File: src/rtl/core/cpm_pkg.sv
// Package with the shared constants, types and state codes of the cyclic multiplier.
`timescale 1ns / 1ps

package cpm_pkg;

   // Ring size and derived widths.
   localparam int SIZE_N      = 64;
   localparam int IDX_W       = $clog2(SIZE_N);
   localparam int LC_W        = $clog2(SIZE_N + 1);
   localparam int COEF_W      = 16;
   localparam int COEF_IDX_W  = 6;
   localparam int PROD_W      = 2 * COEF_W;
   localparam int ACC_W       = PROD_W + IDX_W;
   localparam int RED_CNT_W   = $clog2(ACC_W);
   localparam int QUEUE_DEPTH = 4;
   localparam int QPTR_W      = $clog2(QUEUE_DEPTH);

   localparam logic [COEF_W-1:0] MOD_RESET = 16'd2048;

   // Kind of a queued word: a plain load or the load that starts a run.
   typedef enum logic {
      CMD_LOAD,
      CMD_RUN
   } cmd_kind_type;

   typedef struct packed {
      cmd_kind_type              kind;
      logic signed [COEF_W-1:0]  coef_a;
      logic signed [COEF_W-1:0]  coef_b;
   } cmd_type;

   typedef struct packed {
      logic    push;
      cmd_type cmd;
   } q_push_type;

   typedef struct packed {
      logic full;
      logic empty;
   } q_status_type;

   // Back-end sequencer states.
   typedef enum logic [3:0] {
      BK_IDLE,
      BK_CAN_RD,
      BK_CAN_STA,
      BK_CAN_WA,
      BK_CAN_WB,
      BK_MAC,
      BK_DRAIN,
      BK_RED,
      BK_OUT
   } back_state_type;

   typedef struct packed {
      logic             start;
      logic [ACC_W-1:0] value;
   } red_req_type;

   typedef struct packed {
      logic              done;
      logic [COEF_W-1:0] rem;
   } red_rsp_type;

endpackage

File: src/rtl/core/cpm_if.sv
// Interfaces of the request, response and register-write channels.
`timescale 1ns / 1ps

interface cpm_req_if;
   logic                              valid;
   logic                              ready;
   logic signed [cpm_pkg::COEF_W-1:0] coef_a;
   logic signed [cpm_pkg::COEF_W-1:0] coef_b;
   logic                              load_last;

   modport source (output valid, output coef_a, output coef_b, output load_last, input ready);
   modport sink   (input valid, input coef_a, input coef_b, input load_last, output ready);
endinterface

interface cpm_rsp_if;
   logic                              valid;
   logic                              ready;
   logic [cpm_pkg::COEF_W-1:0]        product_coef;
   logic [cpm_pkg::COEF_IDX_W-1:0]    coef_index;
   logic                              result_last;

   modport source (output valid, output product_coef, output coef_index, output result_last,
                   input ready);
   modport sink   (input valid, input product_coef, input coef_index, input result_last,
                   output ready);
endinterface

interface cpm_csr_if;
   logic                       valid;
   logic                       ready;
   logic [cpm_pkg::COEF_W-1:0] modulus;

   modport source (output valid, output modulus, input ready);
   modport sink   (input valid, input modulus, output ready);
endinterface

File: src/rtl/core/cpm_front.sv
// Front end: takes request words and register writes and classifies words for the queue.
`timescale 1ns / 1ps

module cpm_front (
   input  logic                          clock,
   input  logic                          reset,
   cpm_req_if.sink                       req,
   cpm_csr_if.sink                       csr,
   input  cpm_pkg::q_status_type         q_stat,
   output cpm_pkg::q_push_type           q_push,
   output logic [cpm_pkg::COEF_W-1:0]    modulus
);

   logic [cpm_pkg::COEF_W-1:0] modulus_ff;

   // The modulus register is always writable.
   assign csr.ready = 1'b1;

   always_ff @(posedge clock) begin
      if (reset) begin
         modulus_ff <= cpm_pkg::MOD_RESET;
      end else if (csr.valid) begin
         modulus_ff <= csr.modulus;
      end
   end

   assign modulus = modulus_ff;

   // A word is taken whenever the queue has room; the last pair becomes a run command.
   assign req.ready         = !q_stat.full;
   assign q_push.push       = req.valid && !q_stat.full;
   assign q_push.cmd.kind   = req.load_last ? cpm_pkg::CMD_RUN : cpm_pkg::CMD_LOAD;
   assign q_push.cmd.coef_a = req.coef_a;
   assign q_push.cmd.coef_b = req.coef_b;

endmodule

File: src/rtl/core/cpm_queue.sv
// Short command queue between the front end and the back end.
`timescale 1ns / 1ps

module cpm_queue (
   input  logic                  clock,
   input  logic                  reset,
   input  cpm_pkg::q_push_type   q_push,
   input  logic                  q_pop,
   output cpm_pkg::q_status_type q_stat,
   output cpm_pkg::cmd_type      q_head
);

   cpm_pkg::cmd_type              slot_ff [cpm_pkg::QUEUE_DEPTH];
   logic [cpm_pkg::QPTR_W-1:0]    wr_ptr_ff;
   logic [cpm_pkg::QPTR_W-1:0]    rd_ptr_ff;
   logic [cpm_pkg::QPTR_W:0]      count_ff;
   logic                          do_pop;

   assign do_pop = q_pop && (count_ff != '0);

   // Entry storage.
   always_ff @(posedge clock) begin
      if (q_push.push) begin
         slot_ff[wr_ptr_ff] <= q_push.cmd;
      end
   end

   // Pointers and fill level.
   always_ff @(posedge clock) begin
      if (reset) begin
         wr_ptr_ff <= '0;
         rd_ptr_ff <= '0;
         count_ff  <= '0;
      end else begin
         if (q_push.push) begin
            wr_ptr_ff <= wr_ptr_ff + 1'b1;
         end
         if (do_pop) begin
            rd_ptr_ff <= rd_ptr_ff + 1'b1;
         end
         if (q_push.push && !do_pop) begin
            count_ff <= count_ff + 1'b1;
         end else if (do_pop && !q_push.push) begin
            count_ff <= count_ff - 1'b1;
         end
      end
   end

   assign q_stat.full  = (count_ff == (cpm_pkg::QPTR_W + 1)'(cpm_pkg::QUEUE_DEPTH));
   assign q_stat.empty = (count_ff == '0);
   assign q_head       = slot_ff[rd_ptr_ff];

endmodule

File: src/rtl/core/cpm_reduce.sv
// Bit-serial remainder unit: reduces a wide sum modulo the modulus, one bit a cycle.
`timescale 1ns / 1ps

module cpm_reduce (
   input  logic                        clock,
   input  logic                        reset,
   input  logic [cpm_pkg::COEF_W-1:0]  modulus,
   input  cpm_pkg::red_req_type        red_req,
   output cpm_pkg::red_rsp_type        red_rsp
);

   logic [cpm_pkg::ACC_W-1:0]     val_ff;
   logic [cpm_pkg::COEF_W-1:0]    rem_ff;
   logic [cpm_pkg::RED_CNT_W-1:0] cnt_ff;
   logic                          busy_ff;
   logic                          done_ff;
   logic [cpm_pkg::COEF_W:0]      trial;
   logic [cpm_pkg::COEF_W:0]      step_rem;

   // One restoring step: shift in the next bit and subtract the modulus if it fits.
   always_comb begin
      trial = {rem_ff, val_ff[cpm_pkg::ACC_W-1]};
      if (trial >= {1'b0, modulus}) begin
         step_rem = trial - {1'b0, modulus};
      end else begin
         step_rem = trial;
      end
   end

   always_ff @(posedge clock) begin
      if (reset) begin
         busy_ff <= 1'b0;
         done_ff <= 1'b0;
         cnt_ff  <= '0;
      end else begin
         done_ff <= 1'b0;
         if (red_req.start && !busy_ff) begin
            busy_ff <= 1'b1;
            cnt_ff  <= '0;
         end else if (busy_ff) begin
            cnt_ff <= cnt_ff + 1'b1;
            if (cnt_ff == cpm_pkg::RED_CNT_W'(cpm_pkg::ACC_W - 1)) begin
               busy_ff <= 1'b0;
               done_ff <= 1'b1;
            end
         end
      end
   end

   // Datapath.
   always_ff @(posedge clock) begin
      if (red_req.start && !busy_ff) begin
         val_ff <= red_req.value;
         rem_ff <= '0;
      end else if (busy_ff) begin
         val_ff <= {val_ff[cpm_pkg::ACC_W-2:0], 1'b0};
         rem_ff <= step_rem[cpm_pkg::COEF_W-1:0];
      end
   end

   assign red_rsp.done = done_ff;
   assign red_rsp.rem  = rem_ff;

endmodule

File: src/rtl/core/cpm_back.sv
// Back end: coefficient stores, reduction of inputs, multiply-accumulate loop and result register.
`timescale 1ns / 1ps

module cpm_back (
   input  logic                        clock,
   input  logic                        reset,
   input  cpm_pkg::cmd_type            q_head,
   input  cpm_pkg::q_status_type       q_stat,
   output logic                        q_pop,
   input  logic [cpm_pkg::COEF_W-1:0]  modulus,
   output cpm_pkg::red_req_type        red_req,
   input  cpm_pkg::red_rsp_type        red_rsp,
   cpm_rsp_if.source                   rsp
);

   localparam int IW = cpm_pkg::IDX_W;
   localparam int CW = cpm_pkg::COEF_W;
   localparam logic [IW-1:0] IDX_LAST = IW'(cpm_pkg::SIZE_N - 1);

   cpm_pkg::back_state_type state_ff, state_in;
   logic [cpm_pkg::LC_W-1:0]  lc_ff, lc_in;
   logic [IW-1:0]             ci_ff, ci_in;
   logic [IW-1:0]             k_ff, k_in;
   logic [IW-1:0]             mi_ff, mi_in;

   logic [CW-1:0] raw_a_mem [cpm_pkg::SIZE_N];
   logic [CW-1:0] raw_b_mem [cpm_pkg::SIZE_N];
   logic [CW-1:0] can_a_mem [cpm_pkg::SIZE_N];
   logic [CW-1:0] can_b_mem [cpm_pkg::SIZE_N];
   logic [CW-1:0] raw_a_q, raw_b_q, can_a_q, can_b_q;

   logic          raw_we, can_a_we, can_b_we, issue, acc_clr, rsp_load;
   logic [CW-1:0] canon_val;
   logic          cur_neg;
   logic [IW:0]   b_diff;
   logic [IW-1:0] b_addr;

   logic                          s1_v_ff, s2_v_ff;
   logic [cpm_pkg::PROD_W-1:0]    prod_ff;
   logic [cpm_pkg::ACC_W-1:0]     acc_ff;

   logic                            rsp_valid_ff;
   logic [CW-1:0]                   rsp_coef_ff;
   logic [cpm_pkg::COEF_IDX_W-1:0]  rsp_index_ff;
   logic                            rsp_last_ff;

   // Magnitude of a stored two's complement coefficient, as a reducer operand.
   function automatic logic [cpm_pkg::ACC_W-1:0] mag_of(input logic [CW-1:0] raw);
      logic [CW:0] m;
      begin
         if (raw[CW-1]) begin
            m = {1'b1, {CW{1'b0}}} - {1'b0, raw};
         end else begin
            m = {1'b0, raw};
         end
         mag_of = cpm_pkg::ACC_W'(m);
      end
   endfunction

   // Index of the B coefficient that pairs with A index mi for output k, modulo the ring size.
   always_comb begin
      b_diff = {1'b0, k_ff} - {1'b0, mi_ff};
      if (b_diff[IW]) begin
         b_addr = IW'(b_diff + (IW + 1)'(cpm_pkg::SIZE_N));
      end else begin
         b_addr = b_diff[IW-1:0];
      end
   end

   // A negative input maps to modulus minus its magnitude remainder.
   always_comb begin
      cur_neg = (state_ff == cpm_pkg::BK_CAN_WA) ? raw_a_q[CW-1] : raw_b_q[CW-1];
      if (cur_neg && red_rsp.rem != '0) begin
         canon_val = modulus - red_rsp.rem;
      end else begin
         canon_val = red_rsp.rem;
      end
   end

   // Coefficient stores with registered reads.
   always_ff @(posedge clock) begin
      if (raw_we) begin
         raw_a_mem[lc_ff[IW-1:0]] <= q_head.coef_a;
         raw_b_mem[lc_ff[IW-1:0]] <= q_head.coef_b;
      end
      raw_a_q <= raw_a_mem[ci_ff];
      raw_b_q <= raw_b_mem[ci_ff];
   end

   always_ff @(posedge clock) begin
      if (can_a_we) begin
         can_a_mem[ci_ff] <= canon_val;
      end
      if (can_b_we) begin
         can_b_mem[ci_ff] <= canon_val;
      end
      can_a_q <= can_a_mem[mi_ff];
      can_b_q <= can_b_mem[b_addr];
   end

   // Multiply-accumulate pipeline: read, multiply, accumulate.
   always_ff @(posedge clock) begin
      if (reset) begin
         s1_v_ff <= 1'b0;
         s2_v_ff <= 1'b0;
      end else begin
         s1_v_ff <= issue;
         s2_v_ff <= s1_v_ff;
      end
   end

   always_ff @(posedge clock) begin
      prod_ff <= can_a_q * can_b_q;
      if (acc_clr) begin
         acc_ff <= '0;
      end else if (s2_v_ff) begin
         acc_ff <= acc_ff + cpm_pkg::ACC_W'(prod_ff);
      end
   end

   // Sequencer registers.
   always_ff @(posedge clock) begin
      if (reset) begin
         state_ff <= cpm_pkg::BK_IDLE;
         lc_ff    <= '0;
         ci_ff    <= '0;
         k_ff     <= '0;
         mi_ff    <= '0;
      end else begin
         state_ff <= state_in;
         lc_ff    <= lc_in;
         ci_ff    <= ci_in;
         k_ff     <= k_in;
         mi_ff    <= mi_in;
      end
   end

   // Next state and control.
   always_comb begin
      state_in      = state_ff;
      lc_in         = lc_ff;
      ci_in         = ci_ff;
      k_in          = k_ff;
      mi_in         = mi_ff;
      q_pop         = 1'b0;
      raw_we        = 1'b0;
      can_a_we      = 1'b0;
      can_b_we      = 1'b0;
      issue         = 1'b0;
      acc_clr       = 1'b0;
      rsp_load      = 1'b0;
      red_req.start = 1'b0;
      red_req.value = acc_ff;
      unique case (state_ff)
         cpm_pkg::BK_IDLE: begin
            if (!q_stat.empty) begin
               q_pop = 1'b1;
               if (lc_ff < cpm_pkg::LC_W'(cpm_pkg::SIZE_N)) begin
                  raw_we = 1'b1;
                  lc_in  = lc_ff + 1'b1;
               end
               if (q_head.kind == cpm_pkg::CMD_RUN) begin
                  lc_in    = '0;
                  ci_in    = '0;
                  state_in = cpm_pkg::BK_CAN_RD;
               end
            end
         end
         cpm_pkg::BK_CAN_RD: begin
            state_in = cpm_pkg::BK_CAN_STA;
         end
         cpm_pkg::BK_CAN_STA: begin
            red_req.start = 1'b1;
            red_req.value = mag_of(raw_a_q);
            state_in      = cpm_pkg::BK_CAN_WA;
         end
         cpm_pkg::BK_CAN_WA: begin
            if (red_rsp.done) begin
               can_a_we      = 1'b1;
               red_req.start = 1'b1;
               red_req.value = mag_of(raw_b_q);
               state_in      = cpm_pkg::BK_CAN_WB;
            end
         end
         cpm_pkg::BK_CAN_WB: begin
            if (red_rsp.done) begin
               can_b_we = 1'b1;
               if (ci_ff == IDX_LAST) begin
                  k_in     = '0;
                  mi_in    = '0;
                  acc_clr  = 1'b1;
                  state_in = cpm_pkg::BK_MAC;
               end else begin
                  ci_in    = ci_ff + 1'b1;
                  state_in = cpm_pkg::BK_CAN_RD;
               end
            end
         end
         cpm_pkg::BK_MAC: begin
            issue = 1'b1;
            if (mi_ff == IDX_LAST) begin
               mi_in    = '0;
               state_in = cpm_pkg::BK_DRAIN;
            end else begin
               mi_in = mi_ff + 1'b1;
            end
         end
         cpm_pkg::BK_DRAIN: begin
            if (!s1_v_ff && !s2_v_ff) begin
               red_req.start = 1'b1;
               state_in      = cpm_pkg::BK_RED;
            end
         end
         cpm_pkg::BK_RED: begin
            if (red_rsp.done) begin
               state_in = cpm_pkg::BK_OUT;
            end
         end
         cpm_pkg::BK_OUT: begin
            if (!rsp_valid_ff || rsp.ready) begin
               rsp_load = 1'b1;
               if (k_ff == IDX_LAST) begin
                  state_in = cpm_pkg::BK_IDLE;
               end else begin
                  k_in     = k_ff + 1'b1;
                  mi_in    = '0;
                  acc_clr  = 1'b1;
                  state_in = cpm_pkg::BK_MAC;
               end
            end
         end
         default: begin
            state_in = cpm_pkg::BK_IDLE;
         end
      endcase
   end

   // Result register between the back end and the response channel.
   always_ff @(posedge clock) begin
      if (reset) begin
         rsp_valid_ff <= 1'b0;
      end else if (rsp_load) begin
         rsp_valid_ff <= 1'b1;
      end else if (rsp.ready) begin
         rsp_valid_ff <= 1'b0;
      end
   end

   always_ff @(posedge clock) begin
      if (rsp_load) begin
         rsp_coef_ff  <= (modulus == '0) ? '0 : red_rsp.rem;
         rsp_index_ff <= cpm_pkg::COEF_IDX_W'(k_ff);
         rsp_last_ff  <= (k_ff == IDX_LAST);
      end
   end

   assign rsp.valid        = rsp_valid_ff;
   assign rsp.product_coef = rsp_coef_ff;
   assign rsp.coef_index   = rsp_index_ff;
   assign rsp.result_last  = rsp_last_ff;

endmodule

File: src/rtl/core/cyclic_poly_mult_mod_q.sv
// Top level of the cyclic polynomial multiplier modulo a programmable modulus.
`timescale 1ns / 1ps

// Coefficient pairs are loaded one word per cycle, while the queue has room, through a
// four-entry queue; the word marked load_last starts a product in the ring of x^64 - 1
// modulo the modulus register, and 64 result words then come out in index order with
// the last one marked. Each of the 128 stored inputs is first reduced by the shared
// bit-serial remainder unit, then every output coefficient is summed in the single
// multiply-accumulate loop and reduced by the same remainder unit. Load words that
// queue up during a run are taken once the run has finished.
module cyclic_poly_mult_mod_q (
   input  logic       clock,
   input  logic       reset,
   cpm_req_if.sink    req,
   cpm_rsp_if.source  rsp,
   cpm_csr_if.sink    csr
);

   cpm_pkg::q_push_type        q_push;
   cpm_pkg::q_status_type      q_stat;
   cpm_pkg::cmd_type           q_head;
   logic                       q_pop;
   logic [cpm_pkg::COEF_W-1:0] modulus;
   cpm_pkg::red_req_type       red_req;
   cpm_pkg::red_rsp_type       red_rsp;

   cpm_front u_front (
      .clock   (clock),
      .reset   (reset),
      .req     (req),
      .csr     (csr),
      .q_stat  (q_stat),
      .q_push  (q_push),
      .modulus (modulus)
   );

   cpm_queue u_queue (
      .clock  (clock),
      .reset  (reset),
      .q_push (q_push),
      .q_pop  (q_pop),
      .q_stat (q_stat),
      .q_head (q_head)
   );

   cpm_reduce u_reduce (
      .clock   (clock),
      .reset   (reset),
      .modulus (modulus),
      .red_req (red_req),
      .red_rsp (red_rsp)
   );

   cpm_back u_back (
      .clock   (clock),
      .reset   (reset),
      .q_head  (q_head),
      .q_stat  (q_stat),
      .q_pop   (q_pop),
      .modulus (modulus),
      .red_req (red_req),
      .red_rsp (red_rsp),
      .rsp     (rsp)
   );

   // Every result must already be reduced below the modulus when the modulus exceeds one.
   assert property (@(posedge clock) disable iff (reset)
      rsp.valid && (modulus > 16'd1) |-> rsp.product_coef < modulus)
      else $error("result coefficient not reduced below modulus");

   // The marked word is always the highest power of x.
   assert property (@(posedge clock) disable iff (reset)
      rsp.valid && rsp.result_last |-> rsp.coef_index == cpm_pkg::COEF_IDX_W'(cpm_pkg::SIZE_N - 1))
      else $error("last result word carries the wrong index");

   // The front end never writes into a full queue.
   assert property (@(posedge clock) disable iff (reset)
      q_push.push |-> !q_stat.full)
      else $error("queue overflow");

endmodule

File: src/flat_wrapper.sv
// flat-port wrapper written by rule: the top's interface ports become plain ports
module cyclic_poly_mult_mod_q_flat 
  (clock, reset, req_valid, req_coef_a, req_coef_b, req_load_last, req_ready, rsp_valid, rsp_product_coef, rsp_coef_index, rsp_result_last, rsp_ready, csr_valid, csr_modulus, csr_ready);
  cpm_req_if req_i ();
  cpm_rsp_if rsp_i ();
  cpm_csr_if csr_i ();
  input  logic clock;
  input  logic reset;
  input wire logic [$bits(req_i.valid)-1:0] req_valid;
  input wire logic [$bits(req_i.coef_a)-1:0] req_coef_a;
  input wire logic [$bits(req_i.coef_b)-1:0] req_coef_b;
  input wire logic [$bits(req_i.load_last)-1:0] req_load_last;
  output wire logic [$bits(req_i.ready)-1:0] req_ready;
  output wire logic [$bits(rsp_i.valid)-1:0] rsp_valid;
  output wire logic [$bits(rsp_i.product_coef)-1:0] rsp_product_coef;
  output wire logic [$bits(rsp_i.coef_index)-1:0] rsp_coef_index;
  output wire logic [$bits(rsp_i.result_last)-1:0] rsp_result_last;
  input wire logic [$bits(rsp_i.ready)-1:0] rsp_ready;
  input wire logic [$bits(csr_i.valid)-1:0] csr_valid;
  input wire logic [$bits(csr_i.modulus)-1:0] csr_modulus;
  output wire logic [$bits(csr_i.ready)-1:0] csr_ready;
  assign req_i.valid = req_valid;
  assign req_i.coef_a = req_coef_a;
  assign req_i.coef_b = req_coef_b;
  assign req_i.load_last = req_load_last;
  assign req_ready = req_i.ready;
  assign rsp_valid = rsp_i.valid;
  assign rsp_product_coef = rsp_i.product_coef;
  assign rsp_coef_index = rsp_i.coef_index;
  assign rsp_result_last = rsp_i.result_last;
  assign rsp_i.ready = rsp_ready;
  assign csr_i.valid = csr_valid;
  assign csr_i.modulus = csr_modulus;
  assign csr_ready = csr_i.ready;
  cyclic_poly_mult_mod_q u_core (.clock(clock), .reset(reset), .req(req_i), .rsp(rsp_i), .csr(csr_i));
endmodule
File: config.mk
export PLATFORM = sky130hd
export DESIGN_NAME = cyclic_poly_mult_mod_q_flat
export DESIGN_NICKNAME = d
export VERILOG_FILES = /design/src/rtl/core/cpm_pkg.sv /design/src/rtl/core/cpm_if.sv /design/src/rtl/core/cpm_front.sv /design/src/rtl/core/cpm_queue.sv /design/src/rtl/core/cpm_reduce.sv /design/src/rtl/core/cpm_back.sv /design/src/rtl/core/cyclic_poly_mult_mod_q.sv /design/src/flat_wrapper.sv
export SDC_FILE = /design/constraint.sdc
export NUM_CORES = 2
export LEC_CHECK = 0
export BUFFER_PORTS_ARGS = -buffer_cell sky130_fd_sc_hd__buf_2
export CAP_MARGIN = 20
export CORE_MARGIN = 4
export CORE_UTILIZATION = 57
export CTS_CLUSTER_DIAMETER = 120
export DETAILED_ROUTE_END_ITERATION = 7
export PLACE_DENSITY = 0.76
export SETUP_SLACK_MARGIN = 0.1
export SYNTH_ARGS = -nofsm -noshare
export SYNTH_HDL_FRONTEND = slang
export SYNTH_HIERARCHICAL = 1
export SYNTH_MEMORY_MAX_BITS = 65536
export SYNTH_SLANG_ARGS = --single-unit
File: constraint.sdc
create_clock -name clock -period 8.1 [get_ports clock]
set_clock_uncertainty 0.15 [all_clocks]
set_input_delay 0.81 -clock clock [delete_from_list [all_inputs] [get_ports clock]]
set_output_delay 0.81 -clock clock [all_outputs]
set_load 0.1 [all_outputs]
==> results.py <==
metrics = {
    "cells_and_area": {
        "syn2layout_area_growth_pct": 11.9,
        "final_layout_size_suffix_gt1_share_pct": 21.1,
        "finalNetCount": 10675,
        "fillers": 20332,
    },
    "placement": {
        "port_buffers": 78,
        "dp_hpwl_mm": 299,
        "routabilityCongestion": 0.944,
        "dpl_worst_slack_ns": 1.51,
    },
    "synth": {
        "synth_warnings": 6,
        "yosys.cell_count.top_type": "edfxtp_1",
        "async_flop_share_pct": 0,
        "ys_types": 88,
        "syn-cell-area_mm2": 0.183,
        "netlist_instances": 9883,
        "synthTopCellsByCount": "4289 x edfxtp_1, 810 x mux4_2, 511 x nor2_1, 361 x nand2_1, 311 x inv_1",
        "synth_nets": 10321,
        "synth.avg_cell_area_um2": 18.5,
        "synth-main-ff-cell": "edfxtp_1",
        "synth_edf_count": 4289,
        "ys_ff_latch": 4504,
        "synth_top_area_share_pct": 70.4,
        "yosys-top-cells-area": "edfxtp_1 70%, mux4_2 10%, dfxtp_1 2.4%, fa_1 2.2%, mux2i_1 1.3%",
        "synth_top_area_cell": "edfxtp_1",
        "seq_area_frac_synth_pct": 72.7,
    },
    "timing": {
        "worst_slew_pin_slew_ns": 1.34,
        "tns_ns": 0,
        "finalWorstSetupSlack_ns": 1.41,
        "min_period_ns": 6.69,
        "slew_headroom_pct": 10.7,
        "rsz0062_at_grt": "false",
        "hold_viol_final": 0,
        "drv_slew": 0,
        "timing.hold.ws_ns": 0.0698,
        "fmax_ghz": 0.149,
        "fin_crit_sh_pct": 82.6,
        "setup_viol": 0,
    },
    "critical_path": {
        "critPathRequiredTime_ns": 8.74,
        "cp-startpoint": "u_core/u_back/can_a_q[7]",
        "cp.arrival_ns": 7.33,
        "startpoint_type": "flop",
        "critPathCaptureType": "flop",
        "critPathKind": "reg -> reg",
        "cp_max_fo": 16,
        "worstReg2RegStart": "u_core/u_back/can_a_q[7]",
    },
    "routing": {
        "drcViolationCount": 0,
        "wl_per_cell_um": 35.1,
        "drt_iter0_markers": 17963,
        "vias_per_cell": 6.89,
        "dr.pass1.iters": 7,
        "vias": 102554,
        "drt-total-wl_mm": 523,
        "postRouteAntennaNets": 0,
    },
    "clocking": {
        "cts_setup_buffers": 0,
        "cts_max_path_buffers": 4,
        "cts_tree": "built",
        "ctsHtreeMaxLevel": 5,
        "root_buffer": "clkbuf_16",
        "cts.sinks": 4504,
        "postCtsResizedCells": 0,
        "cts.clk_slew.worst_paths_ns": 0.06,
        "clk_latency_ns": 1.05,
        "numCtsBuffers": 425,
    },
    "floorplan": {
        "dieHeight_um": 575,
        "start_util_pct": 57.4,
        "ios": 80,
        "dieArea_mm2": 0.330,
        "rows": 207,
        "core_mm2": 0.319,
        "fp.dieW_um": 575,
    },
    "grt": {
        "gr-total-overflow": 0,
        "antenna_found_initial": 41,
        "grt_pass1_vias": 100929,
        "grt_pass1_wl_mm": 742,
        "grt_usage_pct": 31.2,
        "grt_max_degree": 113,
    },
    "power_and_ir_drop": {
        "vdd_ir_drop_max_v": 0.00160,
        "cellPowerDensity_mw_per_mm2": 404,
        "p_leak_uw": 0.0662,
    },
    "status": {
        "outcome": "complete, no violations",
    },
    "job": {
        "max_cap_violations": 0,
    },
    "min_path": {
        "min_path_type": "in -> reg",
        "min_from": "csr_modulus[0]",
    },
}
-- state kept, by name (all words and copies together), names as in the netlist, 32 cells and up, named ones only --
| name | cells |
|---|---|
| u_core/u_queue/slot_ff | 132 |
| u_core/u_back/can_a_mem | 1024 |
| u_core/u_back/raw_b_mem | 1024 |
| u_core/u_back/raw_a_mem | 1024 |
| u_core/u_back/prod_ff | 32 |
| u_core/u_back/acc_ff | 38 |
| u_core/u_back/can_b_mem | 1024 |
| u_core/u_reduce/val_ff | 38 |
-- routing by layer --
layer / part of all wire (%) / track usage, % / vias up
met1: 34 / 42.3 / 52132
met2: 46 / 47.3 / 8521
met5: 0.086 / 0 / -
met4: 6.2 / 15.8 / 38
li1: - / - / 40342
met3: 14 / 8.39 / 1521
-- timing repair --
item,in CTS,in global routing
hold endpoints to repair,147,0
endpoints found under the setup margin,0,0
hold buffers,48,0
-- power breakdown --
group / total (uW) / switching (uW) / leakage [uW] / internal [uW]
clock network: 19800 / 8710 / 0.00670 / 11000
logic: 31200 / 20800 / 0.0189 / 10400
registers: 31900 / 803 / 0.0407 / 31100
-- final cells by class --
type | instances | area (um^2) | area share, %
flip-flops and latches | 4504 | 133000 | 65.0
repair buffers | 507 | 4270 | 2.08
diodes | 12 | 30.0 | 0.0147
clock buffers | 538 | 11300 | 5.50
clock inverters | 251 | 2510 | 1.22
inverters | 316 | 1190 | 0.582
multi-input cells | 4483 | 47100 | 23.0
well taps | 4284 | 5360 | 2.62
-- worst max-delay path, cell delays in order (launching register included) --
cell	delay (ns)
dfxtp_1	0.87
and2_1	0.26
fa_1	0.42
inv_1	0.08
fa_1	0.44
fa_1	0.54
inv_1	0.07
fa_1	0.49
fa_1	0.50
inv_1	0.05
fa_1	0.47
inv_1	0.04
ha_1	0.34
nand2_1	0.09
nor3_1	0.19
a21oi_1	0.14
a21oi_1	0.37
a21oi_1	0.24
nor3b_1	0.44
a21boi_0	0.21
xnor2_1	0.16
-- cells in the final DEF (no fill, tap or decap), drive strengths merged, types with 33 or more instances in the layout --
cell            n
a211oi         40
a21o           37
a21oi         304
a221oi        267
a22o           56
a22oi         188
a31oi          38
and2          180
and3           33
buf           457
bufinv         36
clkbuf        540
clkinv        187
dfxtp         215
dlygate4sd3    48
edfxtp       4289
fa            199
ha            185
inv           327
mux2          168
mux2i         244
mux4          813
nand2         361
nand3          65
nor2          511
nor2b          35
o21ai         160
o22ai          97
xnor2          70
xor2           53
-- final timing paths --
check	to	slack [ns]	depth (start not counted)
hold / removal	u_core/u_front/modulus[0]	0.07	3
setup reg to reg	u_core/u_back/prod_ff[27]	1.41	20
hold reg to reg	u_core/u_back/acc_ff[35]	0.32	2
setup / recovery	u_core/u_back/prod_ff[27]	1.41	20
-- per-stage QoR --
stage               cells  cell area [um^2]  power (uW)  util, %
floorplan            9883            183000       52800        -
global route        14884            205000       86900     64.2
global placement    14021            190000       61900     59.6
CTS                 14871            205000       82500     64.2
detailed placement  14034            190000       62800     59.7
finish              14895            205000       82800     64.2
-- cells by family after synthesis --
logic type / synth area share (%)
xor+xnor: 0.593
other cells: 0.00205
simple gates: 3.48
flops: 72.7
fa+ha+maj: 3.44
compound gates: 5.31
mux: 12.4
buf+inv: 2.07
Power figures use the tool's default switching activity.
